### config.mk
export PLATFORM = sky130hd
export DESIGN_NAME = cascade_angle_velocity_pid
export DESIGN_NICKNAME = d
export VERILOG_FILES = /design/src/hdl/cavpid_pkg.sv /design/src/hdl/cavpid_digit_mul.sv /design/src/hdl/cascade_angle_velocity_pid.sv
export SDC_FILE = /design/constraint.sdc
export NUM_CORES = 2
export LEC_CHECK = 0
export ABC_AREA = 0
export BUFFER_PORTS_ARGS = -buffer_cell sky130_fd_sc_hd__buf_2
export CORE_UTILIZATION = 60
export CTS_CLUSTER_SIZE = 24
export DETAILED_ROUTE_END_ITERATION = 8
export PLACE_DENSITY = 0.75
export SYNTH_ARGS = -nofsm -noshare
export SYNTH_HDL_FRONTEND = slang
export SYNTH_HIERARCHICAL = 1
export SYNTH_SLANG_ARGS = --single-unit
### constraint.sdc
create_clock -name clk -period 11 [get_ports clk]
set_clock_uncertainty 0.1 [all_clocks]
set_input_delay 1.65 -clock clk [delete_from_list [all_inputs] [get_ports clk]]
set_output_delay 1.65 -clock clk [all_outputs]
set_load 0.005 [all_outputs]
### src/hdl/cavpid_pkg.sv
// ----------------------------------------------------------------------------
// cavpid_pkg: shared types and constants of the cascaded angle/velocity PID
// Item types of both channels, register indexes, sequencer codes and the
// widths of the digit-serial gain multiplier.
// ----------------------------------------------------------------------------
package cavpid_pkg;

	// Input item: one control tick.
	typedef struct packed {
		logic signed [31:0] angle_target;
		logic signed [31:0] angle_now;
		logic signed [31:0] speed_now;
	} in_item_t;

	// Result item: the drive command of one tick.
	typedef struct packed {
		logic signed [31:0] drive;
		logic               clamped;
	} out_item_t;

	// Configuration register indexes.
	localparam logic [2:0] REG_OUTER_KP    = 3'd0;
	localparam logic [2:0] REG_OUTER_KI    = 3'd1;
	localparam logic [2:0] REG_OUTER_KD    = 3'd2;
	localparam logic [2:0] REG_INNER_KP    = 3'd3;
	localparam logic [2:0] REG_INNER_KI    = 3'd4;
	localparam logic [2:0] REG_INNER_KD    = 3'd5;
	localparam logic [2:0] REG_DRIVE_LIMIT = 3'd6;

	localparam logic signed [31:0] DRIVE_LIMIT_RESET = 32'sd786432;

	// Multiplications of one tick, in the order they run.
	localparam logic [2:0] JOB_OKP = 3'd0;
	localparam logic [2:0] JOB_OKI = 3'd1;
	localparam logic [2:0] JOB_OKD = 3'd2;
	localparam logic [2:0] JOB_IKP = 3'd3;
	localparam logic [2:0] JOB_IKI = 3'd4;
	localparam logic [2:0] JOB_IKD = 3'd5;

	// Digit-serial multiplier geometry: Q8.8 gain times a 33-bit difference.
	localparam int GAIN_W   = 16;
	localparam int DIGIT_W  = 4;
	localparam int N_DIGITS = GAIN_W / DIGIT_W;
	localparam int VAL_W    = 33;
	localparam int TERM_W   = VAL_W + DIGIT_W + 1;
	localparam int ACC_W    = 50;
	localparam int FRAC_SH  = 8;

	// Sequencer states.
	typedef enum logic [4:0] {
		ST_IDLE  = 5'b00001,
		ST_ISSUE = 5'b00010,
		ST_WAIT  = 5'b00100,
		ST_PREP  = 5'b01000,
		ST_OUT   = 5'b10000
	} state_t;

endpackage

### src/hdl/cavpid_digit_mul.sv
// ----------------------------------------------------------------------------
// cavpid_digit_mul: digit-serial gain multiplier
// Multiplies a signed Q8.8 gain by a signed 33-bit value, four gain bits per
// cycle, most significant digit first, then floors back to Q16.16 and
// saturates to 32 bits. The result is valid with done and holds until the
// next start.
// ----------------------------------------------------------------------------
module cavpid_digit_mul (
	input  logic                                   clk,
	input  logic                                   arst_n,
	input  logic                                   start,
	input  logic signed [cavpid_pkg::GAIN_W-1:0]   gain,
	input  logic signed [cavpid_pkg::VAL_W-1:0]    value,
	output logic                                   done,
	output logic signed [31:0]                     product
);

	localparam int ACC_W  = cavpid_pkg::ACC_W;
	localparam int TERM_W = cavpid_pkg::TERM_W;
	localparam int SHR_W  = ACC_W - cavpid_pkg::FRAC_SH;
	localparam int CNT_W  = $clog2(cavpid_pkg::N_DIGITS);

	logic [cavpid_pkg::GAIN_W-1:0]         gain_sr_q;
	logic signed [cavpid_pkg::VAL_W-1:0]   val_q;
	logic signed [ACC_W-1:0]               acc_q;
	logic [CNT_W-1:0]                      cnt_q;
	logic                                  busy_q;
	logic                                  done_q;

	logic [cavpid_pkg::DIGIT_W-1:0]        nib;
	logic signed [cavpid_pkg::DIGIT_W:0]   dig;
	logic signed [TERM_W-1:0]              term;
	logic signed [ACC_W-1:0]               acc_next;
	logic signed [SHR_W-1:0]               shr;

	// The leading digit carries the sign of the gain; the others are unsigned.
	assign nib = gain_sr_q[cavpid_pkg::GAIN_W-1 -: cavpid_pkg::DIGIT_W];
	assign dig = (cnt_q == '0) ? {nib[cavpid_pkg::DIGIT_W-1], nib} : {1'b0, nib};
	assign term = dig * val_q;
	assign acc_next = (acc_q <<< cavpid_pkg::DIGIT_W)
		+ {{(ACC_W-TERM_W){term[TERM_W-1]}}, term};

	// Control: count digits and flag completion.
	always_ff @(posedge clk or negedge arst_n) begin
		if (!arst_n) begin
			busy_q <= 1'b0;
			done_q <= 1'b0;
			cnt_q  <= '0;
		end else begin
			done_q <= 1'b0;
			if (start) begin
				busy_q <= 1'b1;
				cnt_q  <= '0;
			end else if (busy_q) begin
				cnt_q <= cnt_q + 1'b1;
				if (cnt_q == CNT_W'(cavpid_pkg::N_DIGITS - 1)) begin
					busy_q <= 1'b0;
					done_q <= 1'b1;
				end
			end
		end
	end

	// Datapath: gain shift register and Horner accumulator.
	always_ff @(posedge clk) begin
		if (start) begin
			gain_sr_q <= gain;
			val_q     <= value;
			acc_q     <= '0;
		end else if (busy_q) begin
			gain_sr_q <= gain_sr_q << cavpid_pkg::DIGIT_W;
			acc_q     <= acc_next;
		end
	end

	// Floor shift back to Q16.16 and saturate to the 32-bit range.
	assign shr = acc_q[ACC_W-1:cavpid_pkg::FRAC_SH];

	always_comb begin
		if (&shr[SHR_W-1:31] || ~|shr[SHR_W-1:31]) begin
			product = shr[31:0];
		end else if (shr[SHR_W-1]) begin
			product = 32'sh8000_0000;
		end else begin
			product = 32'sh7FFF_FFFF;
		end
	end

	assign done = done_q;

endmodule

### src/hdl/cascade_angle_velocity_pid.sv
// ----------------------------------------------------------------------------
// cascade_angle_velocity_pid: cascaded angle/velocity PID controller
// Each input item is one control tick (angle target, measured angle, measured
// speed) and yields one result item: the drive command, clamped above at
// drive_limit, with a flag when the clamp acted. All values are Q16.16 and
// gains Q8.8; every term, integrator and loop result saturates to 32 bits.
// Each item runs from acceptance to the loaded result in steps: the six gain
// products run one after another on a single digit-serial multiplier that
// consumes four gain bits per cycle, with an accept step before them, a prep
// step between the angle and velocity loops and an output step that loads
// the output register once the output is free. The next item is accepted as
// soon as the result is loaded, while that result may still wait to be taken.
// Configuration writes are always ready and take effect at once.
// ----------------------------------------------------------------------------
module cascade_angle_velocity_pid (
	input  logic                   clk,
	input  logic                   arst_n,
	input  logic                   in_valid,
	output logic                   in_stall,
	input  cavpid_pkg::in_item_t   in_data,
	output logic                   out_valid,
	input  logic                   out_stall,
	output cavpid_pkg::out_item_t  out_data,
	input  logic                   cfg_valid,
	output logic                   cfg_ready,
	input  logic [2:0]             cfg_index,
	input  logic [31:0]            cfg_data
);

	cavpid_pkg::state_t state_q;

	logic signed [15:0] outer_kp_q, outer_ki_q, outer_kd_q;
	logic signed [15:0] inner_kp_q, inner_ki_q, inner_kd_q;
	logic signed [31:0] drive_limit_q;

	logic signed [31:0] outer_integral_q, inner_integral_q;
	logic signed [31:0] prior_angle_q, prior_speed_q;

	logic [2:0]         job_q;
	logic signed [31:0] speed_q;
	logic signed [32:0] err_q;
	logic signed [32:0] delta_q;
	logic signed [33:0] sum_q;
	logic signed [31:0] res_q;

	logic                  out_valid_q;
	cavpid_pkg::out_item_t out_data_q;

	logic               mul_start;
	logic               mul_done;
	logic signed [31:0] mul_product;
	logic signed [15:0] gain_sel;
	logic signed [32:0] value_sel;
	logic               is_d_job;

	logic signed [31:0] integ_sel;
	logic signed [31:0] integ_new;
	logic signed [31:0] total_sat;
	logic               accept;
	logic               out_load;
	logic               clamp;

	// Saturate a 34-bit signed sum to 32 bits.
	function automatic logic signed [31:0] sat34(input logic signed [33:0] v);
		if (&v[33:31] || ~|v[33:31]) begin
			return v[31:0];
		end else if (v[33]) begin
			return 32'sh8000_0000;
		end else begin
			return 32'sh7FFF_FFFF;
		end
	endfunction

	// Handshakes.
	assign accept    = in_valid && !in_stall;
	assign in_stall  = (state_q != cavpid_pkg::ST_IDLE);
	assign out_load  = (state_q == cavpid_pkg::ST_OUT) && (!out_valid_q || !out_stall);
	assign cfg_ready = 1'b1;
	assign out_valid = out_valid_q;
	assign out_data  = out_data_q;

	// Configuration registers; unknown indexes are ignored.
	always_ff @(posedge clk or negedge arst_n) begin
		if (!arst_n) begin
			outer_kp_q    <= '0;
			outer_ki_q    <= '0;
			outer_kd_q    <= '0;
			inner_kp_q    <= '0;
			inner_ki_q    <= '0;
			inner_kd_q    <= '0;
			drive_limit_q <= cavpid_pkg::DRIVE_LIMIT_RESET;
		end else if (cfg_valid && cfg_ready) begin
			unique case (cfg_index)
				cavpid_pkg::REG_OUTER_KP:    outer_kp_q    <= cfg_data[15:0];
				cavpid_pkg::REG_OUTER_KI:    outer_ki_q    <= cfg_data[15:0];
				cavpid_pkg::REG_OUTER_KD:    outer_kd_q    <= cfg_data[15:0];
				cavpid_pkg::REG_INNER_KP:    inner_kp_q    <= cfg_data[15:0];
				cavpid_pkg::REG_INNER_KI:    inner_ki_q    <= cfg_data[15:0];
				cavpid_pkg::REG_INNER_KD:    inner_kd_q    <= cfg_data[15:0];
				cavpid_pkg::REG_DRIVE_LIMIT: drive_limit_q <= cfg_data;
				default: ;
			endcase
		end
	end

	// Operand selection for the shared multiplier.
	always_comb begin
		unique case (job_q)
			cavpid_pkg::JOB_OKP: gain_sel = outer_kp_q;
			cavpid_pkg::JOB_OKI: gain_sel = outer_ki_q;
			cavpid_pkg::JOB_OKD: gain_sel = outer_kd_q;
			cavpid_pkg::JOB_IKP: gain_sel = inner_kp_q;
			cavpid_pkg::JOB_IKI: gain_sel = inner_ki_q;
			cavpid_pkg::JOB_IKD: gain_sel = inner_kd_q;
			default:             gain_sel = '0;
		endcase
	end

	assign is_d_job  = (job_q == cavpid_pkg::JOB_OKD) || (job_q == cavpid_pkg::JOB_IKD);
	assign value_sel = is_d_job ? delta_q : err_q;
	assign mul_start = (state_q == cavpid_pkg::ST_ISSUE);

	cavpid_digit_mul u_mul (
		.clk     (clk),
		.arst_n  (arst_n),
		.start   (mul_start),
		.gain    (gain_sel),
		.value   (value_sel),
		.done    (mul_done),
		.product (mul_product)
	);

	// Integrator update and the final three-term sum of a loop.
	assign integ_sel = (job_q == cavpid_pkg::JOB_OKI) ? outer_integral_q : inner_integral_q;
	assign integ_new = sat34({{2{integ_sel[31]}}, integ_sel}
		+ {{2{mul_product[31]}}, mul_product});
	assign total_sat = sat34(sum_q + {{2{mul_product[31]}}, mul_product});
	assign clamp     = (res_q > drive_limit_q);

	// Sequencer and controller state.
	always_ff @(posedge clk or negedge arst_n) begin
		if (!arst_n) begin
			state_q          <= cavpid_pkg::ST_IDLE;
			job_q            <= cavpid_pkg::JOB_OKP;
			outer_integral_q <= '0;
			inner_integral_q <= '0;
			prior_angle_q    <= '0;
			prior_speed_q    <= '0;
			out_valid_q      <= 1'b0;
		end else begin
			if (out_load) begin
				out_valid_q <= 1'b1;
			end else if (!out_stall) begin
				out_valid_q <= 1'b0;
			end

			unique case (state_q)
				cavpid_pkg::ST_IDLE: begin
					if (accept) begin
						prior_angle_q <= in_data.angle_now;
						job_q         <= cavpid_pkg::JOB_OKP;
						state_q       <= cavpid_pkg::ST_ISSUE;
					end
				end
				cavpid_pkg::ST_ISSUE: begin
					state_q <= cavpid_pkg::ST_WAIT;
				end
				cavpid_pkg::ST_WAIT: begin
					if (mul_done) begin
						case (job_q) inside
							cavpid_pkg::JOB_OKD: state_q <= cavpid_pkg::ST_PREP;
							cavpid_pkg::JOB_IKD: state_q <= cavpid_pkg::ST_OUT;
							default: begin
								job_q   <= job_q + 3'd1;
								state_q <= cavpid_pkg::ST_ISSUE;
							end
						endcase
						if (job_q == cavpid_pkg::JOB_OKI) begin
							outer_integral_q <= integ_new;
						end
						if (job_q == cavpid_pkg::JOB_IKI) begin
							inner_integral_q <= integ_new;
						end
					end
				end
				cavpid_pkg::ST_PREP: begin
					prior_speed_q <= speed_q;
					job_q         <= cavpid_pkg::JOB_IKP;
					state_q       <= cavpid_pkg::ST_ISSUE;
				end
				cavpid_pkg::ST_OUT: begin
					if (out_load) begin
						state_q <= cavpid_pkg::ST_IDLE;
					end
				end
				default: state_q <= cavpid_pkg::ST_IDLE;
			endcase
		end
	end

	// Loop datapath: differences, partial sums and the loop result.
	always_ff @(posedge clk) begin
		if (accept) begin
			speed_q <= in_data.speed_now;
			err_q   <= {in_data.angle_target[31], in_data.angle_target}
				- {in_data.angle_now[31], in_data.angle_now};
			delta_q <= {in_data.angle_now[31], in_data.angle_now}
				- {prior_angle_q[31], prior_angle_q};
		end
		if (state_q == cavpid_pkg::ST_PREP) begin
			err_q   <= {res_q[31], res_q} - {speed_q[31], speed_q};
			delta_q <= {speed_q[31], speed_q} - {prior_speed_q[31], prior_speed_q};
		end
		if (state_q == cavpid_pkg::ST_WAIT && mul_done) begin
			case (job_q) inside
				cavpid_pkg::JOB_OKP, cavpid_pkg::JOB_IKP:
					sum_q <= {{2{mul_product[31]}}, mul_product};
				cavpid_pkg::JOB_OKI, cavpid_pkg::JOB_IKI:
					sum_q <= sum_q + {{2{integ_new[31]}}, integ_new};
				default:
					res_q <= total_sat;
			endcase
		end
		if (out_load) begin
			out_data_q.drive   <= clamp ? drive_limit_q : res_q;
			out_data_q.clamped <= clamp;
		end
	end

	// The multiplier reports completion only while the sequencer waits for it.
	a_done_in_wait: assert property (@(posedge clk) disable iff (!arst_n)
		mul_done |-> state_q == cavpid_pkg::ST_WAIT)
		else $error("multiplier done outside of wait state");

	// A started product is always waited for.
	a_issue_then_wait: assert property (@(posedge clk) disable iff (!arst_n)
		state_q == cavpid_pkg::ST_ISSUE |=> state_q == cavpid_pkg::ST_WAIT)
		else $error("issue not followed by wait");

	// A new result only appears from the output state.
	a_result_from_out: assert property (@(posedge clk) disable iff (!arst_n)
		$rose(out_valid_q) |-> $past(state_q == cavpid_pkg::ST_OUT))
		else $error("result loaded outside of output state");

	// The job counter never runs past the last product of a tick.
	a_job_range: assert property (@(posedge clk) disable iff (!arst_n)
		job_q <= cavpid_pkg::JOB_IKD)
		else $error("job counter out of range");

endmodule
==> out/results.ini <==
[global_routing]
grt_start_max_net_pins=103
grt_pass1_vias=33800
grt_remaining_overflow=0
grt_pass1_wl_microns=186000
grt.total_usage_pct=31.5
antenna_found_initial=7

[critical_path]
worstPathArrival_ps=9030
cp_slowest_cell=edfxtp_1
r2r_setup_slack_ps=2420
setup.worst_path.end_class=register
worst_setup_path_start_kind=register
critPathKind=reg2reg
cpPeakStageDelay_ps=1030
crit_path_frequent_cell=a21oi_1
reg2reg_depth=29
cp_max_fo=34
required_ps=11450
worstReg2RegStart=u_mul/gain_sr_q[15]
r2r-end=u_mul/acc_q[49]

[logic_synthesis]
ys_seq_area_share_pct=34.4
ys_ff_latch=565
synth_fp_nets=5238
synth_top_area_cell=edfxtp_1
synth_simple_gate_area_share_pct=12.6
synth_area_leaders=edfxtp_1 (17%), dfrtp_1 (15%), ha_1 (11%)
synth-xor-area-share_pct=4.86
synth_flop_cell=dfrtp_1
synth-edff-count=246
syn_area_per_cell_sq_um=9.55
synth_fa_ha_area_share_pct=16.2
ys_warn_count=6
netlist_area_sq_mm=0.0440
async_flop_share_pct=47.6
syn-instance-count=4602
ys_types=98
synth.mux.area_fraction_pct=8.84
yosysTopAreaCellShare_pct=16.8
synth_top_family_by_area=compound AO/OA/AOI/OAI gates
synth_compound_area_share_pct=17.9

[cts]
cts-resized-gates=0
clkTransAtPathRegs_ps=70
cts_tree=built
numCtsBuffers=61
hold_buffers=0
clock_latency_ps=650
postCtsSetupRepairBufs=0
clockRootBuffer=clkbuf_16
htree_num_levels=2
clk_path_buf_depth=3
cts.sinks=565

[place]
numPlacedInstances=5606
port_buffers=170
place_hpwl_microns=88300
gp_congestion=0.964

[worst_hold_path]
min_from=inner_integral_q[16]
hold_end=inner_integral_q[16]
holdCritPathClass=reg2reg
min_path_cells=2

[layout]
syn_to_final_growth_pct=8.78
final_nets=5355
drive_above_1_share_pct=14.2
fin_cells=5725

[timing]
period_minus_slack_ps=8580
slew_viol_final=0
worst_pin_slew_ps=1290
hold_viol=0
period_share_pct=78.0
rsz0062_at_grt=false
setup_violations=0
max_freq_mhz=117
fin_setup_tns_ps=0
relSlewSlack_pct=14.1

[routing]
wl_per_cell_microns=20.4
routed_via_density=6.10
drt_iter0_markers=2987
via_count=34900
antenna_left=0
drt_pass1_iterations=6
drc=0
wl_microns=117000

[floorplan]
rows=98
die_x_microns=273
pin_count=172
fp.dieH_microns=273
initial_core_util_pct=61.1
core_region_area_sq_mm=0.0720
die_area_sq_mm=0.0744

[job]
maxCapViolCount=0

[status]
status=finished, final reports clean

[stage by stage]
stage | hold slack [ps] | setup slack, ps | cell area, sq um | utilization, %
3_5_place_dp | 366 | 2510 | 45800 | 63.6
4_1_cts | 380 | 2450 | 47800 | 66.4
6_report | 376 | 2420 | 47800 | 66.4
2_1_floorplan | 344 | 3800 | 44000 | -
3_3_place_gp | 361 | 2560 | 45800 | 63.6
5_1_grt | 399 | 1850 | 47800 | 66.4
[worst max-delay path by stage]
stage | startpoint | endpoint | slack (ps) | cells past startpoint
floorplan | u_mul/cnt_q[0] | u_mul/acc_q[42] | 3800 | 32
global placement | u_mul/gain_sr_q[15] | u_mul/acc_q[49] | 2560 | 29
detailed placement | u_mul/gain_sr_q[15] | u_mul/acc_q[49] | 2510 | 29
CTS | u_mul/gain_sr_q[15] | u_mul/acc_q[49] | 2450 | 29
global route | u_mul/acc_q[41] | sum_q[22] | 1850 | 33
finish | u_mul/gain_sr_q[15] | u_mul/acc_q[49] | 2420 | 29
[cells by family (layout without fill, tap and decap cells)]
family / count (synthesis) / count (layout)
buf+inv: 598 / 768
other cells: 1 / 4
xor+xnor: 244 / 244
fa+ha+maj: 504 / 504
mux: 350 / 350
compound gates: 1216 / 1216
simple gates: 1124 / 1124
flops: 565 / 565
[cells in the final DEF (no fill, tap or decap), drive strengths merged, types with 109 or more instances in the layout]
cell type and count:
edfxtp 246, ha 391, dfrtp 266, a21oi 295, xnor2 138, mux2 305
buf 212, o21ai 340, inv 440, fa 109, nand2 363, and2 145
nor2 242, a21o 185
[worst max-delay path: cells and delay by family, from the launching register on]
family | cells | cell delay, ps
AO/OA/AOI/OAI | 13 | 3210
buffers and inverters | 2 | 340
adder cells (fa/ha/maj) | 5 | 2060
flip-flops | 1 | 1030
XOR/XNOR | 2 | 340
AND/OR/NAND/NOR | 7 | 1410
[per-layer routing]
metal	GRT usage [%]	wire length, microns	up-vias	part of all wire, %
met3	4.40	7100	179	6.1
met4	9.23	3350	6	2.9
met5	0	40	-	0.034
met1	43.2	52300	17000	45
met2	51.9	54100	1034	46
li1	-	-	16700	-
[flip-flops by register name (all words and copies together) (netlist names), 32 cells and up]
register,cells
u_mul/acc_q,50
sum_q,34
delta_q,33
err_q,33
out_data,33
u_mul/val_q,33
drive_limit_q,32
inner_integral_q,32
outer_integral_q,32
prior_angle_q,32
prior_speed_q,32
res_q,32
speed_q,32
[cells in the mapped netlist, types with 13 or more instances]
| cell type | n |
|---|---|
| mux2_2 | 305 |
| dfxtp_1 | 50 |
| nor2_1 | 240 |
| nor3_1 | 49 |
| and3_1 | 27 |
| edfxtp_1 | 246 |
| nand4_1 | 39 |
| fa_1 | 109 |
| clkbuf_1 | 129 |
| o21ai_1 | 14 |
| o211ai_1 | 29 |
| a21o_1 | 185 |
| a21oi_1 | 293 |
| nand2_1 | 362 |
| o21a_1 | 56 |
| xor2_1 | 106 |
| xnor2_1 | 138 |
| o21bai_1 | 40 |
| o21ai_0 | 317 |
| a221oi_1 | 24 |
| nor4_1 | 14 |
| a31oi_1 | 29 |
| or3_1 | 19 |
| a211o_1 | 13 |
| ha_1 | 391 |
| nand2b_1 | 59 |
| and2_1 | 145 |
| nor2b_1 | 42 |
| dfrtp_1 | 266 |
| o31ai_1 | 22 |
| nand3_1 | 63 |
| buf_1 | 15 |
| a221o_1 | 13 |
| inv_1 | 440 |
| a211oi_1 | 36 |
| mux2i_1 | 45 |
[layout make-up]
class                   count  area, sq um
flip-flops and latches    565        15100
well taps                 950         1190
clock buffers              98         1880
clock inverters            18          169
inverters                 440         1650
multi-input cells        3439        26600
fillers                  5823        24200
repair buffers            212         1180
diodes                      3         7.51
Power is not shown: default switching activity piles up to over one toggle a cycle in this logic, so the estimate is an artifact.
